File: src/design/mwm_pkg.sv
package mwm_pkg;

  localparam int CMD_WIDTH   = 16;
  localparam int PULSE_WIDTH = 12;
  localparam int SPAN_W      = 16;
  localparam int SPAN_FRAC   = 12;
  localparam int UNIT_LOG2   = 26;
  localparam int WHEELS      = 4;
  localparam int CFG_IDX_W   = 2;
  localparam int CFG_DATA_W  = 16;

  localparam int HALF_SPAN_RST = 4096;
  localparam int MAX_PULSE_RST = 4095;
  localparam int MIN_PULSE_RST = 0;

  typedef enum logic [CFG_IDX_W-1:0] {
    REG_HALF_SPAN = 2'd0,
    REG_MAX_PULSE = 2'd1,
    REG_MIN_PULSE = 2'd2
  } cfg_reg_e;

endpackage

File: src/design/mwm_kin.sv
module mwm_kin #(
  parameter int CMD_WIDTH = mwm_pkg::CMD_WIDTH,
  localparam int VW = CMD_WIDTH + mwm_pkg::SPAN_W + 1,
  localparam int MW = CMD_WIDTH + mwm_pkg::SPAN_W,
  localparam int DW = (MW > mwm_pkg::UNIT_LOG2 + 1) ? MW : mwm_pkg::UNIT_LOG2 + 1
) (
  input  logic                                  clk_i,
  input  logic                                  rst_ni,
  input  logic                                  in_valid_i,
  output logic                                  in_ready_o,
  input  logic [CMD_WIDTH-1:0]                  x_i,
  input  logic [CMD_WIDTH-1:0]                  y_i,
  input  logic [CMD_WIDTH-1:0]                  t_i,
  input  logic [mwm_pkg::SPAN_W-1:0]            half_span_i,
  output logic                                  out_valid_o,
  input  logic                                  out_ready_i,
  output logic [mwm_pkg::WHEELS-1:0][MW-1:0]    mag_o,
  output logic [mwm_pkg::WHEELS-1:0]            neg_o,
  output logic [DW-1:0]                         dnm_o
);

  localparam int W = mwm_pkg::WHEELS;
  localparam logic [DW-1:0] UNIT = DW'(1) << mwm_pkg::UNIT_LOG2;

  logic [2:0] vld_q;
  logic [2:0] rdy;

  logic signed [VW-1:0] sum_q, dif_q, rot_q;
  logic signed [VW-1:0] v [W];
  logic signed [VW-1:0] absv [W];
  logic [W-1:0][MW-1:0] mag1_q, mag2_q;
  logic [W-1:0]         neg1_q, neg2_q;
  logic [MW-1:0]        top01, top23, top;
  logic [DW-1:0]        dnm_d, dnm_q;

  assign rdy[2] = !vld_q[2] || out_ready_i;
  assign rdy[1] = !vld_q[1] || rdy[2];
  assign rdy[0] = !vld_q[0] || rdy[1];
  assign in_ready_o  = rdy[0];
  assign out_valid_o = vld_q[2];

  always_ff @(posedge clk_i or negedge rst_ni) begin
    if (!rst_ni) begin
      vld_q <= '0;
    end else begin
      if (rdy[0]) vld_q[0] <= in_valid_i;
      if (rdy[1]) vld_q[1] <= vld_q[0];
      if (rdy[2]) vld_q[2] <= vld_q[1];
    end
  end

  always_ff @(posedge clk_i) begin
    if (rdy[0] && in_valid_i) begin
      sum_q <= VW'($signed({x_i[CMD_WIDTH-1], x_i}) + $signed({y_i[CMD_WIDTH-1], y_i}))
               <<< mwm_pkg::SPAN_FRAC;
      dif_q <= VW'($signed({y_i[CMD_WIDTH-1], y_i}) - $signed({x_i[CMD_WIDTH-1], x_i}))
               <<< mwm_pkg::SPAN_FRAC;
      rot_q <= VW'($signed(t_i)) * VW'($signed({1'b0, half_span_i}));
    end
  end

  always_comb begin
    v[0] = sum_q + rot_q;
    v[1] = dif_q - rot_q;
    v[2] = dif_q + rot_q;
    v[3] = sum_q - rot_q;
    for (int w = 0; w < W; w++) begin
      absv[w] = v[w][VW-1] ? -v[w] : v[w];
    end
  end

  always_ff @(posedge clk_i) begin
    if (rdy[1] && vld_q[0]) begin
      for (int w = 0; w < W; w++) begin
        mag1_q[w] <= absv[w][MW-1:0];
        neg1_q[w] <= v[w][VW-1];
      end
    end
  end

  always_comb begin
    top01 = (mag1_q[0] > mag1_q[1]) ? mag1_q[0] : mag1_q[1];
    top23 = (mag1_q[2] > mag1_q[3]) ? mag1_q[2] : mag1_q[3];
    top   = (top01 > top23) ? top01 : top23;
    dnm_d = (DW'(top) > UNIT) ? DW'(top) : UNIT;
  end

  always_ff @(posedge clk_i) begin
    if (rdy[2] && vld_q[1]) begin
      mag2_q <= mag1_q;
      neg2_q <= neg1_q;
      dnm_q  <= dnm_d;
    end
  end

  assign mag_o = mag2_q;
  assign neg_o = neg2_q;
  assign dnm_o = dnm_q;

endmodule

File: config.mk
export PLATFORM = sky130hd
export DESIGN_NAME = mwm_kin
export DESIGN_NICKNAME = d
export VERILOG_FILES = /design/src/design/mwm_pkg.sv /design/src/design/mwm_kin.sv
export SDC_FILE = /design/constraint.sdc
export NUM_CORES = 1
export LEC_CHECK = 0
export BUFFER_PORTS_ARGS = -buffer_cell sky130_fd_sc_hd__buf_2
export CAP_MARGIN = 20
export CORE_AREA = 2 2 377 341
export CTS_BUF_LIST = sky130_fd_sc_hd__clkbuf_4
export DETAILED_ROUTE_END_ITERATION = 8
export DIE_AREA = 0 0 379 343
export GPL_ROUTABILITY_DRIVEN = 0
export HOLD_SLACK_MARGIN = 0.06
export SLEW_MARGIN = 20
export SYNTH_ARGS = -nofsm -noshare
export SYNTH_HDL_FRONTEND = slang
export SYNTH_SLANG_ARGS = --single-unit
File: constraint.sdc
create_clock -name clk_i -period 12.1 [get_ports clk_i]
set_input_delay 1.21 -clock clk_i [delete_from_list [all_inputs] [get_ports clk_i]]
set_output_delay 1.21 -clock clk_i [all_outputs]
set_load 0.01 [all_outputs]
* Yosys cells after proc, flatten, opt, wreduce, memory -nomap -nowiden *
Cells that the tools add are included.

operators by class
  multiplexer cells = 7
  multiply operators = 1
  add/sub/neg operators = 10
  reductions and logical operators = 9
  $lt $le $gt $ge = 4

operator list
  operator              count
  $mux 32               7
  $neg 32->32           4
  $gt 32x32->1          3
  $add 33x33->33        2
  $sub 33x33->33        2
  $mul 16x17->33        1
  $gt 32x27->1 const B  1
  $add 16x16->17        1
  $sub 16x16->17        1
  $logic_and 1x1->1     3
  $logic_not 1->1       3
  $logic_or 1x1->1      3

storage, ports and cells
  input bits = 68
  logic and storage cells = 48
  register bits after elaboration = 374

* Longest topological paths before layout *
Gate-level depths: netlist of the first run.

  word-level depth = 5
  mapped depth = 25
  gate-level depth less buffers = 24

* Worst setup path after synthesis of the first run *
Ideal clock, no wire load.

  path kind = input-to-reg
  from = input half_span_i[7] (netlist bit)
  to = register rot_q[32], data pin
  cell stages on the path = 25
  setup slack = 4.599 ns
  setup time = 0.260 ns
  data arrival time = 7.242 ns
  buffers on the path = 1
  path through = clkbuf_1 > nand2_1 > fa_1 > inv_1 > fa_1 > inv_1 > fa_1 > inv_1 > fa_1 > inv_1 > fa_1 > inv_1 > fa_1 > ha_1 > a21o_1 > a21o_1 > a221o_1 > a31oi_1 > or3_1 > a311oi_1 > a41o_1 > o221ai_1 > o21ai_0 > a21oi_1 > xnor2_1

between the ends
  word-level cells in the longest chain between the ends = 1

ends and longest elaborated chain
  item                    RTL line       text
  start: declaration      mwm_kin.sv:14  input logic [mwm_pkg::SPAN_W-1:0] half_span_i,
  $mul 16x17->33          mwm_kin.sv:58  rot_q <= VW'($signed(t_i)) * VW'($signed({1'b0, half_span_i}));
  end signal: assignment  mwm_kin.sv:58
  end: declaration        mwm_kin.sv:28  logic signed [VW-1:0] sum_q, dif_q, rot_q;

No other way between the ends.
A chain may end at the register's enable or synchronous reset.

* Worst setup path in the final report of the first run *
  from = register mag1_q[93] (netlist bit)
  to = register dnm_q[23] (netlist: dnm_o[23]), data pin

between the ends
  word-level cells in the longest chain between the ends = 5

ends and longest elaborated chain
  item                              RTL line       text
  start: declaration                mwm_kin.sv:31  logic [W-1:0][MW-1:0] mag1_q, mag2_q;
  start signal: indexed assignment  mwm_kin.sv:75  mag1_q[w] <= absv[w][MW-1:0];
  $gt 32x32->1                      mwm_kin.sv:83  top23 = (mag1_q[2] > mag1_q[3]) ? mag1_q[2] : mag1_q[3];
  $mux 32 *                         mwm_kin.sv:83
  $gt 32x32->1                      mwm_kin.sv:84  top = (top01 > top23) ? top01 : top23;
  $mux 32 *                         mwm_kin.sv:84
  $gt 32x27->1                      mwm_kin.sv:85  dnm_d = (DW'(top) > UNIT) ? DW'(top) : UNIT;
  end signal: assignment            mwm_kin.sv:92  dnm_q <= dnm_d;
  end: declaration                  mwm_kin.sv:34  logic [DW-1:0] dnm_d, dnm_q;

Every way passes the cells marked *; elsewhere a longest branch is shown, timed or not.

==> results of run 1 <==
per-layer routing:
metal,GRT usage [%],vias up
met2,19.6,761
met1,19.0,10900
met4,3.43,20
met3,3.12,153
li1,-,11100
met5,0,-
synth_stat cells, types with 31 or more instances:
| library cell | count |
|---|---|
| a21o_1 | 60 |
| a21oi_1 | 146 |
| a31oi_1 | 50 |
| and2_1 | 99 |
| clkbuf_1 | 76 |
| edfxtp_1 | 356 |
| fa_1 | 198 |
| ha_1 | 327 |
| inv_1 | 401 |
| mux2_2 | 31 |
| mux2i_1 | 33 |
| nand2_1 | 303 |
| nand2b_1 | 49 |
| nand3_1 | 48 |
| nor2_1 | 150 |
| nor2b_1 | 33 |
| nor3_1 | 44 |
| o21ai_0 | 106 |
| xnor2_1 | 189 |
| xor2_1 | 71 |
metrics by stage:
stage                     utilization, %  setup WS, ns  hold WS [ns]  instance area (um2)  cells
after floorplan                        -          4.60         0.400                31300   3084
final                               28.1          4.81         0.419                35500   5096
after global placement              27.1          4.14         0.448                34300   4918
after CTS                           28.1          4.78         0.394                35500   5092
after global routing                28.1          4.38         0.426                35500   5096
after detailed placement            27.1          4.05         0.428                34300   4918
cell type report:
type                       instances  area [um2]  share of cell area [%]
timing repair buffer             248        1280                    3.60
inverter                         403        1510                    4.26
multi-input combinational       2208       18600                    52.3
clock buffer                     117         878                    2.47
antenna                            4        10.0                  0.0282
clock inverter                    56         375                    1.06
sequential                       359       10800                    30.3
tap                             1701        2130                    5.99
critical path, stage by stage, from the launching register on:
cell and delay (ns):
edfxtp_1 0.45, ha_1 0.34, nand4_1 0.13, or2_1 0.28, nor3_1 0.32, nand2_1 0.24
or4_1 0.55, nor2b_1 0.16, a22oi_2 0.12, buf_4 0.53, mux2i_1 0.42, ha_1 0.32
a21o_1 0.16, a21o_1 0.16, a21oi_1 0.19, o21ai_0 0.11, a21oi_1 0.36, a21oi_1 0.13
a31oi_4 0.52, buf_4 0.45, nand2_1 0.13, nand2_1 0.65, a31oi_1 0.21
cell families after synthesis:
kind of cell               after synthesis  synth area share (%)
AOI/OAI and AO/OA                      525                  10.8
xor gates and xnor gates               260                  7.27
adders and majority gates              525                  25.7
buffers and inverters                  517                  6.39
DFF                                    359                  34.4
muxes                                   64                  2.17
and+or+nand+nor                        834                  13.3
flip-flops by register name, summed over array words and instances (netlist names):
name and count:
dif_q 17, dnm_o 32, mag1_q 125, mag_o 125
neg1_q 4, neg_o 4, rot_q 33, sum_q 16
vld_q 3
cells in the final DEF, fill, tap and decap left out, types with 43 or more instances in the layout:
master    synthesis  layout
xnor2_1         189     189
a21oi_1         146     146
xor2_1           71      71
buf_2            21     233
nand2b_1         49      49
edfxtp_1        356     356
inv_1           401     401
and2_1           99      96
fa_1            198     198
nor2_1          150     150
ha_1            327     327
nand2_1         303     303
nand3_1          48      48
a21o_1           60      60
nor3_1           44      43
clkbuf_4          0     117
o21ai_0         106     106
a31oi_1          50      49
final timing paths:
kind                            slack (ns)                 endpoint  depth (start not counted)
max in group asynchronous            11.37     vld_q[1]$_DFFE_PN0P_                          2
worst min-delay path                  0.42     mag_o[105]$_DFFE_PP_                          0
worst max register to register        4.81  dnm_o[23]$_SDFFCE_PP0P_                         22
worst max-delay path                  4.81  dnm_o[23]$_SDFFCE_PP0P_                         22
min in group asynchronous             0.62     vld_q[0]$_DFFE_PN0N_                          2
worst min register to register        0.42     mag_o[105]$_DFFE_PP_                          0
==> run metrics, run 1 <==
hold_buf cts 1; Slew HR about 27%; Worst Path Required 12.65 ns; Top-Level Pins 234; most area-consuming cells after synthesis edfxtp_1 34%, ha_1 13%, fa_1 13%; final wirelength between 80000 and 90000 um; fin nets 3907; FP Rows approximately 120; worst skew pair latency 0.92 ns; Worst Hold Launch mag1_q[105]$_DFFE_PP_; WS Path Type flop to flop; mapped cell area 31300 um2; global-route wire length before repair approximately 130000 um; Clock Tree Buf Depth 3; met3 wire len 7020 um; FMAX 0.137 GHz; total clock sinks between 300 and 400; crit path capture type flop; Hold Crit Class flop to flop; die area between 100000 and 150000 um2; Mean Syn Cell Area 10.2 um2; initial antenna violation count 32; RSZ-0062 raised after global routing false; CTS root buffer clkbuf_4; CTS H-Tree Depth 3; Cells after Synth 3084; top_reg_cell synth edfxtp_1; Synth cell types 91; Worst-path clk slew ~0.060 ns; Post-DRT Antenna Nets 0; layout cell share with drive strength beyond 1 ~14%; Core ar. 126000 um2; asr flop ratio synth 0.836%; final clock period utilization by the worst path 60.3%; area delta synth->final 13.4%; Fin. Hold Viols 0; Critical Path AT approximately 8 ns; Setup Fix Bufs, Post-CTS 0; fill cell count 13300; largest net degree at the start of global routing 76; crit start category flop; DR iter-0 viols 1587; DR top layer met5; FF+latch count, synth around 360; CP startpoint mag1_q[93]$_DFFE_PP_; initial core utilization between 20% and 30%; Post-Syn Nets 3677; DR vias 22900; Via-to-Cell Ratio between 4 and 5; Post-synth EDFFs 356; I/O Buffers 233; met2 wire length 36600 um; endpoints failing setup 0; DRT met1 WL slightly above 40000 um; vias in the first global route 22100; post_cts resized 0; Die Width roughly 380 um; total iterations of the first detailed-routing run 7; status finished, final reports clean; hpwl dp 71200 um; Residual DRC 0; clock skew between 0.1 and 0.15 ns; top cell type's share of synthesized area 34.1%; die height 343 um; CP Max Fanout 39; Slew @ Worst Pin approximately 1.1 ns; Wirelength per Cell 17.1 um; Reg-to-Reg Start mag1_q[93]$_DFFE_PP_; Seq/Total Area, Yosys 34.4%; synth warn 0; Slew Viols, Final 0; Synth area leader edfxtp_1; max capacitance violation total 0; gr usage total 13.2%; total gr overflow 0; Final min period roughly 7.3 ns; CTS tree done; final setup TNS 0 ns; cts bufs inserted 94
Power of run 1 is left out: the tool's default activity adds up to more than one toggle a clock period on the data nets, which glitch-free logic cannot reach.
==> run 2: changes to the inputs <==
--- a/config.mk
+++ b/config.mk
@@ -5,12 +5,13 @@
 export SDC_FILE = /design/constraint.sdc
 export NUM_CORES = 1
 export LEC_CHECK = 0
+export ABC_AREA = 1
 export BUFFER_PORTS_ARGS = -buffer_cell sky130_fd_sc_hd__buf_2
 export CAP_MARGIN = 20
-export CORE_AREA = 2 2 377 341
+export CORE_AREA = 2 2 392 355
 export CTS_BUF_LIST = sky130_fd_sc_hd__clkbuf_4
 export DETAILED_ROUTE_END_ITERATION = 8
-export DIE_AREA = 0 0 379 343
+export DIE_AREA = 0 0 394 357
 export GPL_ROUTABILITY_DRIVEN = 0
 export HOLD_SLACK_MARGIN = 0.06
 export SLEW_MARGIN = 20
==> constraint.sdc (replaced) <==
create_clock -name clk_i -period 7.05 [get_ports clk_i]
set_input_delay 0.705 -clock clk_i [delete_from_list [all_inputs] [get_ports clk_i]]
set_output_delay 0.705 -clock clk_i [all_outputs]
set_load 0.01 [all_outputs]
==> run metrics, run 2 <==
status finished, final reports clean; Slew Viols, Final 0; leading cell type in the layout, fill and taps excluded nand2_1; Slew HR ~32%; Worst-path clk slew roughly 0.060 ns; Mean Syn Cell Area 8.06 um2; layout cell share with drive strength beyond 1 a little over a tenth; worst skew pair latency just under 0.9 ns; Post-Layout Cell Count 6343; DRT met1 WL 48100 um; most frequent CP cell nand2_1; WS Path Type flop to flop; Slew @ Worst Pin slightly above 1 ns; total iterations of the first detailed-routing run 8; Sequential Area 10800 um2; Seq/Total Area, Yosys 31.8%; Reg-to-Reg Start mag1_q[91]$_DFFE_PP_; DR iter-0 viols 2736; gr usage total 15.6%; max incr delay on CP around 0.72 ns; Core ar. between 100000 and 150000 um2; CTS tree done; Hold Crit Class primary input to asynchronous set/reset pin; Clock Tree Buf Depth 3; CTS root buffer clkbuf_4; final wirelength 112000 um; Final min period 6.47 ns; Via-to-Cell Ratio 4.58; Synth cell types 58; most area-consuming cells after synthesis edfxtp_1 32%, nand2_1 12%, ha_1 12%; largest net degree at the start of global routing 141; endpoints failing setup 0; synth warn 0; area delta synth->final 13.0%; Synth area leader edfxtp_1; RSZ-0062 raised after global routing false; CP max-delay cell inv_1; initial antenna violation count 17; combined area of the multi-input logic cells 19600 um2; initial core utilization between 20% and 30%; flop-to-flop setup slack 0.58 ns; global-route wire length before repair 169000 um; FF-to-FF path depth 29; max capacitance violation total 0; top_reg_cell synth edfxtp_1; most frequent cells in the layout 1092 x nand2_1, 769 x inv_1, 356 x edfxtp_1; Post-Syn Nets 4798; fill cell count 14700; CTS H-Tree Depth 3; cts bufs inserted 96; Top-Level Pins around 230; Worst Path Required roughly 7.6 ns; most common cell in the netlist nand2_1; DR top layer met5; FF+latch count, synth 359; I/O Buffers between 200 and 250; die area 141000 um2; final clock period utilization by the worst path approximately 92%; Residual DRC 0; Wirelength per Cell about 18 um; CP Max Fanout 32; total clock sinks about 360; FP Rows 129; DR vias 29000; Critical Path AT 7.05 ns; clock skew 0.0750 ns; worst flop-to-flop path endpoint dnm_o[0]$_SDFFCE_PP0P_; mapped cell area roughly 34000 um2; hpwl dp around 90000 um; Cells after Synth 4205; fin nets 5025; crit start category flop; die height approximately 360 um; Post-synth EDFFs 356; Placed Cells between 6000 and 7000; Die Width around 400 um; vias in the first global route around 28000; most common library cells after synthesis 1094 x nand2_1, 771 x inv_1, 356 x edfxtp_1, 327 x ha_1, 305 x nor2_1; final setup TNS 0 ns; Post-DRT Antenna Nets 0; met2 wire length 49300 um; crit path capture type flop; met3 wire len 11000 um; asr flop ratio synth 0.836%; Fin Hold WS 0.190 ns; FMAX around 0.15 GHz; top cell type's share of synthesized area 31.5%; total gr overflow 0; Fin. Hold Viols 0
==> run 2: cell types whose count changed in the layout (fill, tap and decap cells not counted), sizes merged, moves of 54 or more <==
cell   previous run  this run
nand2           303      1106
a21oi           147       201
inv             405       786
nand3            48       221
xor2             71       142
xnor2           189        23
and2             99        33
nor2            150       316
==> run 2: area by class of cell <==
class                   instances  share of cell area, %
inverters                     785                   7.70
clock buffers                 131                   2.57
clock inverters                39                  0.764
well taps                    1834                   5.99
diodes                          5                 0.0326
flip-flops and latches        359                   28.1
repair buffers                262                   3.66
multi-input cells            2928                   51.2
==> run 2: layer usage <==
metal | vias up | global-route usage (%)
met5 | - | 0
met4 | 4 | 4.81
met3 | 185 | 3.18
met2 | 1347 | 24.7
met1 | 13700 | 21.3
li1 | 13800 | -
==> run 2: logic make-up after synthesis <==
logic type | Yosys count | share of synthesized area [%]
flops | 359 | 31.8
xor+xnor | 165 | 4.52
fa+ha+maj | 525 | 23.8
buf+inv | 918 | 10.4
compound gates | 400 | 6.49
simple gates | 1838 | 23.0
==> run 2: repair_timing <==
item,4_1_cts,5_1_grt
gates resized for setup,0,0
setup buffers,0,0
hold buffers,3,0
endpoints found under the hold margin,5,0
==> run 2: critical path: cells and delay by family (launching register included) <==
family	cells	cell delay (ns)
and+or+nand+nor	23	3.64
buffers and inverters	4	1.37
DFF	1	0.50
adders and majority gates	2	0.63
==> run 2: how the worst max path moves through the flow <==
stage / start / endpoint / slack, ns / cells past startpoint
2_1_floorplan: t_i[5] / rot_q[32]$_DFFE_PP_ / 0.62 / 26
3_3_place_gp: t_i[15] / rot_q[32]$_DFFE_PP_ / 0.23 / 24
3_5_place_dp: half_span_i[8] / rot_q[32]$_DFFE_PP_ / 0.23 / 25
4_1_cts: mag1_q[93]$_DFFE_PP_ / dnm_o[6]$_SDFFCE_PP0P_ / 0.70 / 27
5_1_grt: mag1_q[95]$_DFFE_PP_ / dnm_o[0]$_SDFFCE_PP0P_ / 0.06 / 27
6_report: mag1_q[91]$_DFFE_PP_ / dnm_o[0]$_SDFFCE_PP0P_ / 0.58 / 29
==> run 2: metrics by stage <==
stage	utilization, %	worst slack [ns]	cell area (um2)
after global routing	28.0	0.0559	38300
after global placement	27.1	0.230	37000
final	28.0	0.582	38300
after detailed placement	27.1	0.227	37000
after CTS	28.0	0.704	38300
after floorplan	-	0.623	33900
Power of run 2 is left out for the same reason.
